### src/rtl/core/gjpc_pkg.sv
// ----------------------------------------------------------------------------
// gjpc_pkg: shared types and constants of the grid jump path cover matcher
// Holds the configuration register indexes, field widths and the command and
// status groups that pass between the controller and the datapath.
// ----------------------------------------------------------------------------
package gjpc_pkg;

   // fixed field widths
   localparam int COUNT_W = 13;   // cover_count and the cell counters
   localparam int CFG_W   = 7;    // widest configuration register
   localparam int DIM_W   = 7;    // row_count / col_count
   localparam int JUMP_W  = 6;    // jump_a / jump_b
   localparam int IDX_W   = 2;    // configuration register index

   // configuration register indexes
   typedef enum logic [IDX_W-1:0] {
      REG_ROW_COUNT = 2'd0,
      REG_COL_COUNT = 2'd1,
      REG_JUMP_A    = 2'd2,
      REG_JUMP_B    = 2'd3
   } reg_index_type;

   // controller -> datapath commands
   typedef struct packed {
      logic load;         // store one accepted cell
      logic solve_init;   // reset sweep, start and match counters
      logic clr;          // clear one entry of owner and visited maps
      logic start_init;   // take the next start cell as search root
      logic k_inc;        // advance to the next move
      logic probe_rd;     // read maps at the current target
      logic claim;        // mark the target visited
      logic own_wr;       // give the free target to the current cell
      logic push;         // save the frame and descend into the owner
      logic stk_rd;       // read the frame below the top
      logic aug_wr;       // flip the saved frame's edge into the matching
      logic pop_wr;       // resume the saved frame with its next move
      logic match_inc;    // one more matched pair
      logic next_start;   // step to the next start cell
      logic emit;         // load the result register
   } cmd_type;

   // datapath -> controller status
   typedef struct packed {
      logic last_cell;
      logic clr_last;
      logic start_blocked;
      logic k_done;
      logic tgt_off;
      logic tgt_taken;
      logic owner_free;
      logic depth_zero;
      logic depth_one;
      logic last_start;
      logic rsp_free;
   } status_type;

endpackage

### src/rtl/core/gjpc_ctrl.sv
// ----------------------------------------------------------------------------
// gjpc_ctrl: sequencer of loading, map clearing and the augmenting search
// Walks the explicit-stack search one step per cycle and issues commands.
// ----------------------------------------------------------------------------
module gjpc_ctrl import gjpc_pkg::*; (
   input  logic       clock,
   input  logic       reset,
   input  logic       req_valid,
   output logic       req_ready,
   input  status_type st,
   output cmd_type    cmd
);

   typedef enum logic [3:0] {
      S_LOAD, S_CLEAR, S_START, S_SCHK, S_PROBE, S_EVAL,
      S_AUGRD, S_AUGWR, S_POPRD, S_POPWR, S_NEXT, S_DONE
   } state_type;

   state_type state_ff, state_in;

   // next state and commands
   always_comb begin
      state_in  = state_ff;
      cmd       = '0;
      req_ready = 1'b0;
      case (state_ff)
         S_LOAD: begin
            req_ready = 1'b1;
            if (req_valid) begin
               cmd.load = 1'b1;
               if (st.last_cell) begin
                  cmd.solve_init = 1'b1;
                  state_in       = S_CLEAR;
               end
            end
         end
         S_CLEAR: begin
            cmd.clr = 1'b1;
            if (st.clr_last) state_in = S_START;
         end
         S_START: begin
            cmd.start_init = 1'b1;
            state_in       = S_SCHK;
         end
         S_SCHK: begin
            state_in = st.start_blocked ? S_NEXT : S_PROBE;
         end
         S_PROBE: begin
            if (st.k_done) state_in = S_POPRD;
            else if (st.tgt_off) cmd.k_inc = 1'b1;
            else begin
               cmd.probe_rd = 1'b1;
               state_in     = S_EVAL;
            end
         end
         S_EVAL: begin
            if (st.tgt_taken) begin
               cmd.k_inc = 1'b1;
               state_in  = S_PROBE;
            end else begin
               cmd.claim = 1'b1;
               if (st.owner_free) begin
                  cmd.own_wr = 1'b1;
                  if (st.depth_zero) begin
                     cmd.match_inc = 1'b1;
                     state_in      = S_NEXT;
                  end else begin
                     state_in = S_AUGRD;
                  end
               end else begin
                  cmd.push = 1'b1;
                  state_in = S_PROBE;
               end
            end
         end
         S_AUGRD: begin
            cmd.stk_rd = 1'b1;
            state_in   = S_AUGWR;
         end
         S_AUGWR: begin
            cmd.aug_wr = 1'b1;
            if (st.depth_one) begin
               cmd.match_inc = 1'b1;
               state_in      = S_NEXT;
            end else begin
               state_in = S_AUGRD;
            end
         end
         S_POPRD: begin
            if (st.depth_zero) state_in = S_NEXT;
            else begin
               cmd.stk_rd = 1'b1;
               state_in   = S_POPWR;
            end
         end
         S_POPWR: begin
            cmd.pop_wr = 1'b1;
            state_in   = S_PROBE;
         end
         S_NEXT: begin
            if (st.last_start) state_in = S_DONE;
            else begin
               cmd.next_start = 1'b1;
               state_in       = S_START;
            end
         end
         S_DONE: begin
            if (st.rsp_free) begin
               cmd.emit = 1'b1;
               state_in = S_LOAD;
            end
         end
         default: state_in = S_LOAD;
      endcase
   end

   always_ff @(posedge clock) begin
      if (reset) state_ff <= S_LOAD;
      else state_ff <= state_in;
   end

endmodule

### config.mk
export PLATFORM = sky130hd
export DESIGN_NAME = gjpc_ctrl
export DESIGN_NICKNAME = d
export VERILOG_FILES = /design/src/rtl/core/gjpc_pkg.sv /design/src/rtl/core/gjpc_ctrl.sv
export SDC_FILE = /design/constraint.sdc
export NUM_CORES = 1
export LEC_CHECK = 0
export BUFFER_PORTS_ARGS = -buffer_cell sky130_fd_sc_hd__clkbuf_2
export CORE_MARGIN = 2
export CORE_UTILIZATION = 44
export DETAILED_ROUTE_END_ITERATION = 8
export HOLD_SLACK_MARGIN = 0.08
export PLACE_DENSITY_LB_ADDON = 0.2
export SETUP_SLACK_MARGIN = 0.3
export SLEW_MARGIN = 20
export SYNTH_ARGS = -nofsm -noshare
export SYNTH_HDL_FRONTEND = slang
export SYNTH_SLANG_ARGS = --single-unit
### constraint.sdc
create_clock -name clock -period 1.7 [get_ports clock]
set_input_delay 0.085 -clock clock [delete_from_list [all_inputs] [get_ports clock]]
set_output_delay 0.085 -clock clock [all_outputs]
set_load 0.01 [all_outputs]
# Word-level counts from Yosys, hierarchy flattened

Index checks and enable logic that the tools add are counted.

Input bits: 14
Output and inout bits: 16
Logic and storage cells: 62
Register bits: 4

Mux-type cells: 43
Equal/unequal tests: 16
Reduce and logical (&&, ||, !) cells: 2

Operators with widths:

| operator                                            | count |
|---|---|
| 2-to-1 mux 4 bit                                    | 12 |
| case mux 4 bit (12 select lines)                    | 1 |
| 2-to-1 mux 1 bit                                    | 21 |
| equality test 4 x 3 -> 1 bit, second input constant | 4 |
| equality test 4 bit, second input constant          | 4 |
| equality test 4 x 2 -> 1 bit, second input constant | 2 |
| 2-to-1 mux 2 bit                                    | 4 |
| inequality test 2 bit, second input constant        | 4 |
| 2-to-1 mux 3 bit                                    | 2 |
| case mux 1 bit (2 select lines)                     | 3 |
| AND reduction 5 bit                                 | 1 |
| equality test 4 x 1 -> 1 bit, second input constant | 1 |
| zero test 4 bit                                     | 1 |
| inequality test 3 bit, second input constant        | 1 |

# Depth between registers and ports, before layout

Depth in word-level cells: 4
Depth in mapped cells: 6
Mapped depth without buffers: 4

# Worst setup path before layout

No wires, ideal clock.

Kind: reg-to-reg
Start point: register state_ff[0]
End point: register state_ff[1]
Stages on the path, launching flop included: 6
Arrival time: 1.172 ns
Library setup time: 0.121 ns
Required time: 1.579 ns
Path slack: 0.407 ns
Buffers on the path: 1
Cell sequence: dfxtp_1 > buf_6 > nor4_4 > a22oi_2 > a31oi_1 > nor3_2

Word-level cells in the longest chain between the ends: 3
Elaborated cells between the ends (all ways): 19
Those cells by class: 16 x eq/ne; 1 x mux; 2 x reduce/logical

Ends and longest elaborated chain:

| item                                                                            | RTL line         | source |
|---|---|---|
| start: declaration                                                              | gjpc_ctrl.sv:19  | `state_type state_ff, state_in;` |
| start signal: assignment                                                        | gjpc_ctrl.sv:119 | `else state_ff <= state_in;` |
| equality test 4 x 3 -> 1 bit, or another cell as far along                      | gjpc_ctrl.sv:26  | `case (state_ff)` |
| inequality test 3 bit (no source line) or inequality test 2 bit (tied branches) | n/a              |  |
| AND reduction 5 bit (no source line)                                            | n/a              |  |

Parallel ways exist; a longest one is shown, timed or not.
A chain may end at the register's enable or synchronous reset.

==> flow_metrics.tcl <==
set metrics [dict create \
    outcome "complete, no violations" \
    largest_reg_flops 4 \
    clock-root-buffer "clkbuf_4" \
    dp_hpwl_um 1228 \
    crit_type "flip-flop to primary output" \
    cp-start-kind "flip-flop" \
    tightest_slew_ps 306.0 \
    power_mw 0.5266 \
    synthXorXnorAreaFrac_pct 0 \
    largest_registers "state_ff x4" \
    power_switching_share_pct 38.89 \
    grt_max_degree 18 \
    synth_cell_types 38 \
    clockBufferDepth 2 \
    period_minus_slack_ps 1432 \
    clk_pin_slew_ps 40 \
    reg2reg_depth 6 \
    end_kind "primary output" \
    ys_ff_latch 4 \
    ys_warn_count 0 \
    multiInputGateArea_um2 541.8 \
    intPower_mw 0.3218 \
    finalNetCount 137 \
    rr_startpoint "state_ff[1]" \
    regMostFlops "state_ff" \
    layout_commonest_cell "clkbuf_2" \
    first_global_vias 698 \
    power_frac_comb_pct 54.3 \
    grt_pass1_wl_um 2904 \
    cp-startpoint "state_ff[0]" \
    dr.pass1.iters 4 \
    wl_um 1814 \
    setup_viol 0 \
    initial_utilization_pct 47.50 \
    drt_iter0_drc 19 \
    design_area_um2 964.7 \
    io_pins 30 \
    r2r_end "state_ff[1]" \
    via_per_inst 5.882 \
    layout.cells.non_filler 136 \
    drt.antenna.violating_nets 0 \
    vdd_ir_drop_max_mv 0.2410 \
    drc 0 \
    setup_tns_ps 0 \
    slew-limit-headroom_pct 79.44 \
    antenna_found_initial 0 \
    syn_area_per_cell_um2 7.358 \
    drive_gt1_share_pct 57.85 \
    p_clk_share_pct 21.7 \
    synth_top_family_by_area "simple AND/OR/NAND/NOR gates" \
    cts.sinks 4 \
    syn_nets 98 \
    power_leakage_nw 0.4269 \
    p_per_area_nw_per_um2 545.9 \
    cap_violations 0 \
    port_buffers 29 \
    synth-compound-area-share_pct 26.52 \
    gp_congestion 0.8298 \
    grt_usage_pct 20.88 \
    wl_per_cell_um 13.34 \
    report.final.slew_viol_count 0 \
    critPathMaxFanout 8 \
    num_vias 800 \
    area_delta_synth_final_pct 56.07 \
    synth_simple_gate_area_share_pct 47.37 \
    numCtsBuffers 3 \
    coreArea_um2 1301 \
    endpoint "cmd[9]" \
    num_rows 13 \
    arrival_ps 1350 \
    die_w_um 41.48 \
    p_sw_mw 0.2048 \
    rsz0062_at_grt "true" \
    synthMuxAreaShare_pct 0 \
    synth_cells 84 \
    fin_ws_ps 267.9 \
    die-height_um 41.48 \
    hold_viol 0 \
    holdCritPathClass "input port to flip-flop" \
    fmax_mhz 698.3 \
    cts-htree-levels 1 \
    fin_crit_sh_pct 84.24 \
    overflow 0 \
    placedInstanceArea_um2 760.7 \
    dp.cells 126 \
    syn-cell-area_um2 618.1 \
    seqCellArea_um2 95.09 \
    yosysSeqAreaShare_pct 12.96 \
    synthAdderAreaFrac_pct 0 \
    final_cell_mix "24 x clkbuf_2, 11 x nor3_1, 7 x buf_4" \
    insertion_delay_ps 230 \
    critical_path_required_ps 1620 \
    die_area_um2 1721 \
    n_antenna_cell 0 \
    seq_power_share_pct 24.0 \
    fill_cells 113 \
    dpl_worst_slack_ps 241.9 \
    skew_ps 1.255 \
    rrSetupSlack_ps 370 \
    cts_tree "yes" \
]
-- metrics by stage --
stage | utilization [%] | hold WS [ps]
2_1_floorplan | - | 154.1
3_3_place_gp | 58.46 | 323.2
3_5_place_dp | 58.46 | 318.2
4_1_cts | 69.33 | 226.0
5_1_grt | 74.13 | 238.7
6_report | 74.13 | 216.7
-- per-layer routing --
layer | vias up | wire length (um) | track usage (%)
li1 | 390 | - | -
met5 | - | 0 | 0
met1 | 377 | 797 | 25.27
met4 | 0 | 14 | 5.806
met2 | 31 | 909 | 38.13
met3 | 2 | 92 | 2.609
-- critical path, stage by stage, from the launching register on --
cell      delay, ps
dfxtp_4         380
nor3_1          310
nand3_1         160
nor2_1          120
clkbuf_2        140
-- cells by family after synthesis --
family | Yosys count
buf+inv | 12
compound gates | 22
simple gates | 46
flops | 4
-- power groups by stage --
stage / clock network [mW] / logic, mW / registers [mW]
4_1_cts: 0.113 / 0.267 / 0.124
2_1_floorplan: 0 / 0.179 / 0.109
5_1_grt: 0.134 / 0.309 / 0.127
3_5_place_dp: 0 / 0.229 / 0.126
3_3_place_gp: 0 / 0.227 / 0.126
6_report: 0.114 / 0.286 / 0.127
-- worst min-delay path by stage --
stage / startpoint / end / slack [ps] / cells after the start
finish: st[2] / state_ff[2] / 220 / 4
global route: st[2] / state_ff[2] / 240 / 4
CTS: st[2] / state_ff[2] / 230 / 4
detailed placement: reset / state_ff[2] / 320 / 2
global placement: reset / state_ff[2] / 320 / 2
floorplan: reset / state_ff[0] / 150 / 1
-- cells in the mapped netlist --
master / instances / area [um^2]
and2_1: 1 / 6.260
a22oi_1: 1 / 7.510
buf_4: 3 / 22.52
nor4_4: 1 / 21.27
and3_1: 1 / 6.260
o32ai_2: 1 / 16.27
o31a_1: 1 / 8.760
o22ai_1: 1 / 6.260
dfxtp_1: 4 / 80.08
nor2b_1: 3 / 18.77
and3b_1: 1 / 8.760
buf_6: 3 / 33.78
a21oi_1: 6 / 30.03
nand4_1: 2 / 12.51
nor4b_2: 1 / 15.01
o21ai_0: 3 / 15.01
inv_2: 1 / 3.750
nand3b_1: 2 / 15.01
o21a_1: 1 / 7.510
nand2b_1: 2 / 12.51
nor3_2: 1 / 10.01
nand2_2: 1 / 6.260
a31oi_1: 2 / 12.51
nor4_1: 1 / 6.260
a21o_1: 1 / 7.510
a21o_2: 1 / 8.760
and2b_2: 2 / 17.52
inv_1: 3 / 11.26
nor4b_1: 3 / 26.28
a221oi_2: 1 / 15.01
nor3_1: 13 / 65.06
nor2_1: 4 / 15.01
o211ai_1: 1 / 7.510
a22oi_2: 1 / 12.51
nand3_1: 3 / 15.01
buf_2: 2 / 10.01
nand2_1: 4 / 15.01
a22o_1: 1 / 8.760
-- layout make-up --
| cell class | count | share of cell area [%] |
|---|---|---|
| Timing Repair Buffer | 42 | 27.37 |
| Sequential cell | 4 | 9.857 |
| Tap cell | 15 | 1.946 |
| Inverter | 4 | 2.335 |
| Clock buffer | 3 | 2.335 |
| Multi-Input combinational cell | 68 | 56.16 |
-- timing repair --
item	CTS	global route
pin swaps	2	6
buffers inserted	6	0
gates resized for setup	18	18
setup endpoints to repair	17	10
endpoints found under the hold margin	2	0
hold buffers	1	0
(Power assumes the default switching activity.)
